--- src/tvf_pkg.sv ---
`default_nettype none

package tvf_pkg;

  // Configuration register indexes.
  typedef enum logic [2:0] {
    CFG_NUMBER_NONBLANK  = 3'd0,
    CFG_NUMBER_ALL       = 3'd1,
    CFG_SHOW_ENDS        = 3'd2,
    CFG_SQUEEZE_BLANK    = 3'd3,
    CFG_SHOW_TABS        = 3'd4,
    CFG_SHOW_NONPRINTING = 3'd5
  } cfg_idx_e;

  // Byte values used by the filter.
  localparam logic [7:0] ASCII_TAB    = 8'd9;
  localparam logic [7:0] ASCII_NL     = 8'd10;
  localparam logic [7:0] ASCII_SPACE  = 8'd32;
  localparam logic [7:0] ASCII_DOLLAR = 8'd36;
  localparam logic [7:0] ASCII_QMARK  = 8'd63;
  localparam logic [7:0] ASCII_CARET  = 8'd94;
  localparam logic [7:0] ASCII_UPPER_I = 8'd73;
  localparam logic [7:0] ASCII_DEL    = 8'd127;
  localparam logic [7:0] CTRL_LIMIT   = 8'd32;
  localparam logic [7:0] CARET_OFFSET = 8'd64;
  localparam logic [3:0] ASCII_DIGIT_HI = 4'h3;

  // Shape of one output run, besides the digits and the final byte.
  typedef struct packed {
    logic number;
    logic dollar;
    logic caret;
  } tvf_flags_t;

endpackage

`default_nettype wire

--- src/tvf_emit.sv ---
`default_nettype none

// Holds one output run and plays it out one byte per transaction.
module tvf_emit #(
  parameter int unsigned NumberDigits = 6
) (
  input  wire                               clk_i,
  input  wire                               rst_ni,
  input  wire                               load_i,
  input  tvf_pkg::tvf_flags_t               flags_i,
  input  wire  [NumberDigits-1:0][7:0]      digits_i,
  input  wire  [7:0]                        char_i,
  output logic                              can_take_o,
  output logic                              out_valid_o,
  input  wire                               out_stall_i,
  output logic [7:0]                        out_byte_o,
  output logic                              run_last_o
);
  import tvf_pkg::*;

  localparam int unsigned PW = $clog2(NumberDigits + 4);
  localparam int unsigned DW = $clog2(NumberDigits);
  localparam logic [PW-1:0] POS_TAB    = PW'(NumberDigits);
  localparam logic [PW-1:0] POS_DOLLAR = PW'(NumberDigits + 1);
  localparam logic [PW-1:0] POS_CARET  = PW'(NumberDigits + 2);
  localparam logic [PW-1:0] POS_CHAR   = PW'(NumberDigits + 3);

  logic                         valid_q, valid_d;
  logic [PW-1:0]                pos_q, pos_d;
  tvf_flags_t                   flags_q;
  logic [NumberDigits-1:0][7:0] digits_q;
  logic [7:0]                   char_q;
  logic [PW-1:0]                pos_start;
  logic [PW-1:0]                pos_next;
  logic                         out_done;

  assign run_last_o  = (pos_q == POS_CHAR);
  assign out_valid_o = valid_q;
  assign out_done    = valid_q && !out_stall_i;
  assign can_take_o  = !valid_q || (out_done && run_last_o);

  // First position of a new run.
  always_comb begin
    priority if (flags_i.number) begin
      pos_start = '0;
    end else if (flags_i.dollar) begin
      pos_start = POS_DOLLAR;
    end else if (flags_i.caret) begin
      pos_start = POS_CARET;
    end else begin
      pos_start = POS_CHAR;
    end
  end

  // Step to the next byte of the current run, skipping absent parts.
  always_comb begin
    priority if (pos_q < POS_TAB) begin
      pos_next = pos_q + PW'(1);
    end else if (pos_q == POS_TAB) begin
      pos_next = flags_q.dollar ? POS_DOLLAR : (flags_q.caret ? POS_CARET : POS_CHAR);
    end else if (pos_q == POS_DOLLAR) begin
      pos_next = flags_q.caret ? POS_CARET : POS_CHAR;
    end else begin
      pos_next = POS_CHAR;
    end
  end

  always_comb begin
    valid_d = valid_q;
    pos_d   = pos_q;
    if (load_i) begin
      valid_d = 1'b1;
      pos_d   = pos_start;
    end else if (out_done) begin
      if (run_last_o) begin
        valid_d = 1'b0;
      end else begin
        pos_d = pos_next;
      end
    end
  end

  // Select the byte at the current position.
  always_comb begin
    priority if (pos_q < POS_TAB) begin
      out_byte_o = digits_q[pos_q[DW-1:0]];
    end else if (pos_q == POS_TAB) begin
      out_byte_o = ASCII_TAB;
    end else if (pos_q == POS_DOLLAR) begin
      out_byte_o = ASCII_DOLLAR;
    end else if (pos_q == POS_CARET) begin
      out_byte_o = ASCII_CARET;
    end else begin
      out_byte_o = char_q;
    end
  end

  always_ff @(posedge clk_i or negedge rst_ni) begin
    if (!rst_ni) begin
      valid_q <= 1'b0;
      pos_q   <= '0;
    end else begin
      valid_q <= valid_d;
      pos_q   <= pos_d;
    end
  end

  // Run payload, captured on load.
  always_ff @(posedge clk_i) begin
    if (load_i) begin
      flags_q  <= flags_i;
      digits_q <= digits_i;
      char_q   <= char_i;
    end
  end

endmodule

`default_nettype wire

--- src/text_view_filter.sv ---
// The first result byte of a transaction shows in the cycle after it is accepted.
// Output: one byte per cycle while out_stall_i is low. An input yielding k bytes holds
// the output register until all are taken, so plain bytes pass one per cycle and a
// numbered line start adds NUMBER_DIGITS + 1 bytes; a dropped empty line yields none.
// Reset: asynchronous, active low; all options off, line start set, counter at one.
`default_nettype none

module text_view_filter #(
  parameter int unsigned NUMBER_DIGITS = 6
) (
  input  wire        clk_i,
  input  wire        rst_ni,
  input  wire        cfg_we_i,
  input  wire  [2:0] cfg_index_i,
  input  wire        cfg_data_i,
  input  wire        in_valid_i,
  output logic       in_stall_o,
  input  wire  [7:0] data_byte_i,
  output logic       out_valid_o,
  input  wire        out_stall_i,
  output logic [7:0] out_byte_o,
  output logic       run_last_o
);
  import tvf_pkg::*;

  localparam int unsigned BW = 4 * NUMBER_DIGITS;

  // Option registers.
  logic number_nonblank_q, number_all_q, show_ends_q;
  logic squeeze_blank_q, show_tabs_q, show_nonprinting_q;

  // Line state.
  logic          at_line_start_q, at_line_start_d;
  logic          prev_blank_q, prev_blank_d;
  logic [BW-1:0] line_bcd_q, line_bcd_d;

  logic                          can_take;
  logic                          in_accept;
  logic                          is_nl, is_tab, drop, do_number;
  logic                          caret_tab, caret_ctl, caret_del;
  logic [7:0]                    main_char;
  tvf_flags_t                    flags;
  logic [NUMBER_DIGITS-1:0][7:0] digit_chars;
  logic [BW-1:0]                 bcd_inc;
  logic                          all_nines;
  logic                          carry;
  logic                          started;

  assign in_stall_o = !can_take;
  assign in_accept  = in_valid_i && can_take;

  assign is_nl     = (data_byte_i == ASCII_NL);
  assign is_tab    = (data_byte_i == ASCII_TAB);
  assign drop      = at_line_start_q && is_nl && squeeze_blank_q && prev_blank_q;
  assign do_number = at_line_start_q &&
                     (number_nonblank_q ? !is_nl : number_all_q);

  // Character translation.
  assign caret_tab = show_tabs_q && is_tab;
  assign caret_ctl = show_nonprinting_q && (data_byte_i < CTRL_LIMIT) && !is_nl && !is_tab;
  assign caret_del = show_nonprinting_q && (data_byte_i == ASCII_DEL);

  always_comb begin
    priority if (caret_tab) begin
      main_char = ASCII_UPPER_I;
    end else if (caret_ctl) begin
      main_char = data_byte_i + CARET_OFFSET;
    end else if (caret_del) begin
      main_char = ASCII_QMARK;
    end else begin
      main_char = data_byte_i;
    end
  end

  assign flags.number = do_number;
  assign flags.dollar = is_nl && show_ends_q;
  assign flags.caret  = caret_tab || caret_ctl || caret_del;

  // Line number as right-aligned text, most significant digit first.
  always_comb begin
    started = 1'b0;
    for (int i = NUMBER_DIGITS - 1; i >= 0; i--) begin
      if ((line_bcd_q[4*i +: 4] != 4'd0) || (i == 0)) begin
        started = 1'b1;
      end
      digit_chars[NUMBER_DIGITS-1-i] = started ? {ASCII_DIGIT_HI, line_bcd_q[4*i +: 4]}
                                               : ASCII_SPACE;
    end
  end

  // Decimal increment that holds at all nines.
  always_comb begin
    all_nines = 1'b1;
    carry     = 1'b1;
    bcd_inc   = line_bcd_q;
    for (int i = 0; i < NUMBER_DIGITS; i++) begin
      if (line_bcd_q[4*i +: 4] != 4'd9) begin
        all_nines = 1'b0;
      end
      if (carry) begin
        if (line_bcd_q[4*i +: 4] == 4'd9) begin
          bcd_inc[4*i +: 4] = 4'd0;
        end else begin
          bcd_inc[4*i +: 4] = line_bcd_q[4*i +: 4] + 4'd1;
          carry = 1'b0;
        end
      end
    end
    if (all_nines) begin
      bcd_inc = line_bcd_q;
    end
  end

  // Line state update on each accepted transaction that is not dropped.
  always_comb begin
    at_line_start_d = at_line_start_q;
    prev_blank_d    = prev_blank_q;
    line_bcd_d      = line_bcd_q;
    if (in_accept && !drop) begin
      at_line_start_d = is_nl;
      if (at_line_start_q) begin
        prev_blank_d = is_nl;
      end
      if (do_number) begin
        line_bcd_d = bcd_inc;
      end
    end
  end

  always_ff @(posedge clk_i or negedge rst_ni) begin
    if (!rst_ni) begin
      at_line_start_q <= 1'b1;
      prev_blank_q    <= 1'b0;
      line_bcd_q      <= BW'(1);
    end else begin
      at_line_start_q <= at_line_start_d;
      prev_blank_q    <= prev_blank_d;
      line_bcd_q      <= line_bcd_d;
    end
  end

  // Configuration writes.
  always_ff @(posedge clk_i or negedge rst_ni) begin
    if (!rst_ni) begin
      number_nonblank_q  <= 1'b0;
      number_all_q       <= 1'b0;
      show_ends_q        <= 1'b0;
      squeeze_blank_q    <= 1'b0;
      show_tabs_q        <= 1'b0;
      show_nonprinting_q <= 1'b0;
    end else if (cfg_we_i) begin
      unique case (cfg_index_i)
        CFG_NUMBER_NONBLANK:  number_nonblank_q  <= cfg_data_i;
        CFG_NUMBER_ALL:       number_all_q       <= cfg_data_i;
        CFG_SHOW_ENDS:        show_ends_q        <= cfg_data_i;
        CFG_SQUEEZE_BLANK:    squeeze_blank_q    <= cfg_data_i;
        CFG_SHOW_TABS:        show_tabs_q        <= cfg_data_i;
        CFG_SHOW_NONPRINTING: show_nonprinting_q <= cfg_data_i;
        default: ;
      endcase
    end
  end

  // Output run register and sequencer.
  tvf_emit #(
    .NumberDigits(NUMBER_DIGITS)
  ) u_emit (
    .clk_i       (clk_i),
    .rst_ni      (rst_ni),
    .load_i      (in_accept && !drop),
    .flags_i     (flags),
    .digits_i    (digit_chars),
    .char_i      (main_char),
    .can_take_o  (can_take),
    .out_valid_o (out_valid_o),
    .out_stall_i (out_stall_i),
    .out_byte_o  (out_byte_o),
    .run_last_o  (run_last_o)
  );

endmodule

`default_nettype wire

--- config.mk ---
export PLATFORM = sky130hd
export DESIGN_NAME = text_view_filter
export DESIGN_NICKNAME = d
export VERILOG_FILES = /design/src/tvf_pkg.sv /design/src/tvf_emit.sv /design/src/text_view_filter.sv
export SDC_FILE = /design/constraint.sdc
export NUM_CORES = 1
export LEC_CHECK = 0
export BUFFER_PORTS_ARGS = -buffer_cell sky130_fd_sc_hd__clkbuf_2
export CAP_MARGIN = 20
export CORE_AREA = 2 2 94 114
export CTS_BUF_LIST = sky130_fd_sc_hd__clkbuf_2
export DETAILED_ROUTE_END_ITERATION = 10
export DIE_AREA = 0 0 96 116
export SETUP_SLACK_MARGIN = 0.5
export SKIP_CTS_REPAIR_TIMING = 1
export SYNTH_ARGS = -nofsm -noshare
export SYNTH_HDL_FRONTEND = slang
export SYNTH_HIERARCHICAL = 1
export SYNTH_SLANG_ARGS = --single-unit
--- constraint.sdc ---
create_clock -name clk_i -period 14.7 [get_ports clk_i]
set_input_delay 2.94 -clock clk_i [delete_from_list [all_inputs] [get_ports clk_i]]
set_output_delay 2.94 -clock clk_i [all_outputs]
set_load 0.05 [all_outputs]
==> Flow_metrics.wiki <==
{| class="wikitable"
! Metric !! Value
|-
| Detail-routed via count per cell || 5.49
|-
| Number of register bits inferred by synthesis || 95
|-
| Vias in the first global route || 2807
|-
| All-Layer GR Usage || 17.0%
|-
| Clk buf depth || 2
|-
| Initial antenna violation count || 0
|-
| Async set-reset flop share out of synthesis || 38.9%
|-
| Tightest Pin Transition || 1030 ps
|-
| Worst min-delay path category || reg2reg
|-
| Power after layout || 0.710 mW
|-
| Cell taking the most area after synthesis || edfxtp_1
|-
| Number of buffers created by CTS || 9
|-
| Library cell with the highest instance count after synthesis || edfxtp_1
|-
| Run status || finished, final reports clean
|-
| Peak VDD IR || 0.0540 mV
|-
| Max-cap violations || 0
|-
| Count of final max-slew check failures || 0
|-
| Number of cell rows || 40
|-
| Final Cycle Share || 45.6%
|-
| Post-route setup TNS || 0 ps
|-
| Worst path required time || 11760 ps
|-
| Number of antenna-violating nets in the routed design || 0
|-
| Clk_lat worst skew || 570 ps
|-
| Power per cell area || 142 mW/mm^2
|-
| Initial core utilization || 47.4%
|-
| Yosys synthesis warning count || 6
|-
| Ratio of cells with drive above 1 in the final layout || 17.7%
|-
| Number of enable-type register cells in the synthesized netlist || 58
|-
| Hold violation count in the final report || 0
|-
| Number of levels the H-tree was split into || 3
|-
| Summed instance area of the synthesized netlist || 0.00472 sq mm
|-
| Die Ht || 116 microns
|-
| Fmax || 0.149 GHz
|-
| Number of vias in the routed layout || 2926
|-
| RePlAce Congestion || 0.804
|-
| Routed wirelength normalized by instance count || 16.4 microns
|-
| Synth unique cells || 73
|-
| Setup WS pre-CTS || 7970 ps
|-
| Worst setup margin || 7990 ps
|-
| Normalized max-slew margin || 31.5%
|-
| Overflow left after global routing || 0
|-
| Data arrival time of the critical path || 3770 ps
|-
| Number of iterations in the first detailed-routing pass || 4
|-
| Placeable core region || 0.00996 sq mm
|-
| Buffers added on ports || 27
|-
| Setup Skew || 34.7 ps
|-
| Register clock-pin slew on the reported worst setup and hold paths || 220 ps
|-
| Root buf cell || clkbuf_2
|-
| Type of element capturing the critical path || output port
|-
| Type of origin of the critical path || input pin
|-
| Global-route wire length before repair || 14200 microns
|-
| Synthesized area divided by synthesized cell count || 12.4 sq um
|-
| RSZ-0062 raised after global routing || no
|-
| Period minus WS final || 6710 ps
|-
| Final net count || 425
|-
| Ys flop type || edfxtp_1
|-
| DRT iter0 DRCs || 78
|-
| Die area || 0.0111 sq mm
|-
| Number of setup violations in the final report || 0
|-
| Synth Instances || 382
|-
| Kind of critical path || in2out
|-
| Leakage power || 1.96 nW
|-
| Width of the die || 96 microns
|-
| Ranking of synthesized cells by instance count || edfxtp_1, dfrtp_1, clkbuf_1
|-
| Number of inserted diodes || 0
|-
| DRC violation count after routing || 0
|-
| Pin count of the biggest net entering global routing || 71
|-
| Final HPWL from detailed placement || 6110 microns
|-
| IO Pins || 28
|-
| Clock sink count || 95
|-
| Portion of the post-synthesis area used by sequential elements || 56.5%
|-
| Worst-path maximum fanout || 5
|-
| TritonCTS clock tree || built
|-
| Wirelength, routed || 8740 microns
|-
| Cell types occupying the most area after synthesis || edfxtp_1, dfrtp_1, mux4_1
|-
| Area share of the leading cell type in the synthesized netlist || 36.9%
|-
| Area growth from synthesis to layout || 6.07%
|}
power breakdown:
group	leakage [nW]	internal [mW]	switching [mW]
clock network	0.0647	0.0390	0.0822
registers	0.954	0.332	0.0360
logic	0.941	0.0711	0.150
metal layers:
layer,global-route usage [%],part of all wire (%),vias to the layer above
met5,0,0,-
met4,6.57,1.6,0
met3,2.93,2.4,10
met2,29.7,52,34
met1,20.9,44,1454
li1,-,-,1428
cell usage in the layout (no fill, tap or decap), types with 3 or more instances in the layout:
| master | instances |
|---|---|
| a21oi_1 | 13 |
| a31oi_1 | 4 |
| clkbuf_2 | 38 |
| clkinv_1 | 3 |
| conb_1 | 19 |
| dfrtp_1 | 35 |
| edfxtp_1 | 58 |
| ha_1 | 6 |
| inv_1 | 25 |
| mux2_2 | 11 |
| mux2i_1 | 7 |
| mux4_1 | 5 |
| mux4_2 | 3 |
| nand2_1 | 21 |
| nand3_1 | 7 |
| nand3b_1 | 3 |
| nand4_1 | 7 |
| nand4b_1 | 6 |
| nor2_1 | 25 |
| nor2b_1 | 5 |
| nor3_1 | 7 |
| nor3b_1 | 5 |
| nor4_1 | 3 |
| o211ai_1 | 3 |
| o21a_1 | 3 |
| o21ai_0 | 11 |
| o21ai_1 | 3 |
| o221ai_1 | 4 |
| xnor2_1 | 8 |
| xor2_1 | 4 |
final timing paths:
kind | startpoint | to | slack (ps) | cells after the start
worst max register to register | u_emit/pos_q[0] | u_emit/pos_q[2] | 10990 | 9
min in group asynchronous | rst_ni | line_bcd_q[21] | 2490 | 1
worst min register to register | line_bcd_q[6] | u_emit/digits_q[34] | 520 | 0
worst max-delay path | out_stall_i | in_stall_o | 7990 | 4
max in group asynchronous | rst_ni | show_ends_q | 11610 | 1
worst min-delay path | line_bcd_q[6] | u_emit/digits_q[34] | 520 | 0
kinds of logic after synthesis:
logic type	Yosys count	share of synthesized area, %
other cells	2	0.159
fa+ha+maj	6	1.59
compound gates	69	10.9
flops	95	56.5
buf+inv	61	6.23
mux	26	8.32
simple gates	111	14.0
xor+xnor	12	2.23
metrics by stage:
| step | util (%) | std cells | instance area [sq um] | hold slack [ps] |
|---|---|---|---|---|
| finish | 50.3 | 533 | 5010 | 518 |
| global route | 50.3 | 533 | 5010 | 534 |
| CTS | 50.3 | 533 | 5010 | 511 |
| detailed placement | 49.3 | 517 | 4910 | 463 |
| global placement | 49.3 | 517 | 4910 | 461 |
| floorplan | - | 399 | 4790 | 471 |
flip-flops by register name (all words and copies together) (netlist names):
register / flops
u_emit/flags_q: 2
u_emit/digits_q: 48
number_nonblank_q: 1
u_emit/pos_q: 4
line_bcd_q: 24
squeeze_blank_q: 1
show_tabs_q: 1
u_emit/out_valid_o: 1
number_all_q: 1
u_emit/char_q: 8
show_ends_q: 1
prev_blank_q: 1
at_line_start_q: 1
show_nonprinting_q: 1
critical path, cell delays in order:
cell,delay (ps)
clkbuf_2,90
o21ai_0,420
inv_1,70
clkbuf_2,250
layout make-up:
class	count	area (sq um)
timing repair buffer	28	143
clock buffer	11	55.1
multi-input combinational	243	1840
sequential	95	2670
inverter	25	93.8
fill	889	4950
tap	126	158
clock inverter	5	48.8
Power figures use the tool's default switching activity.
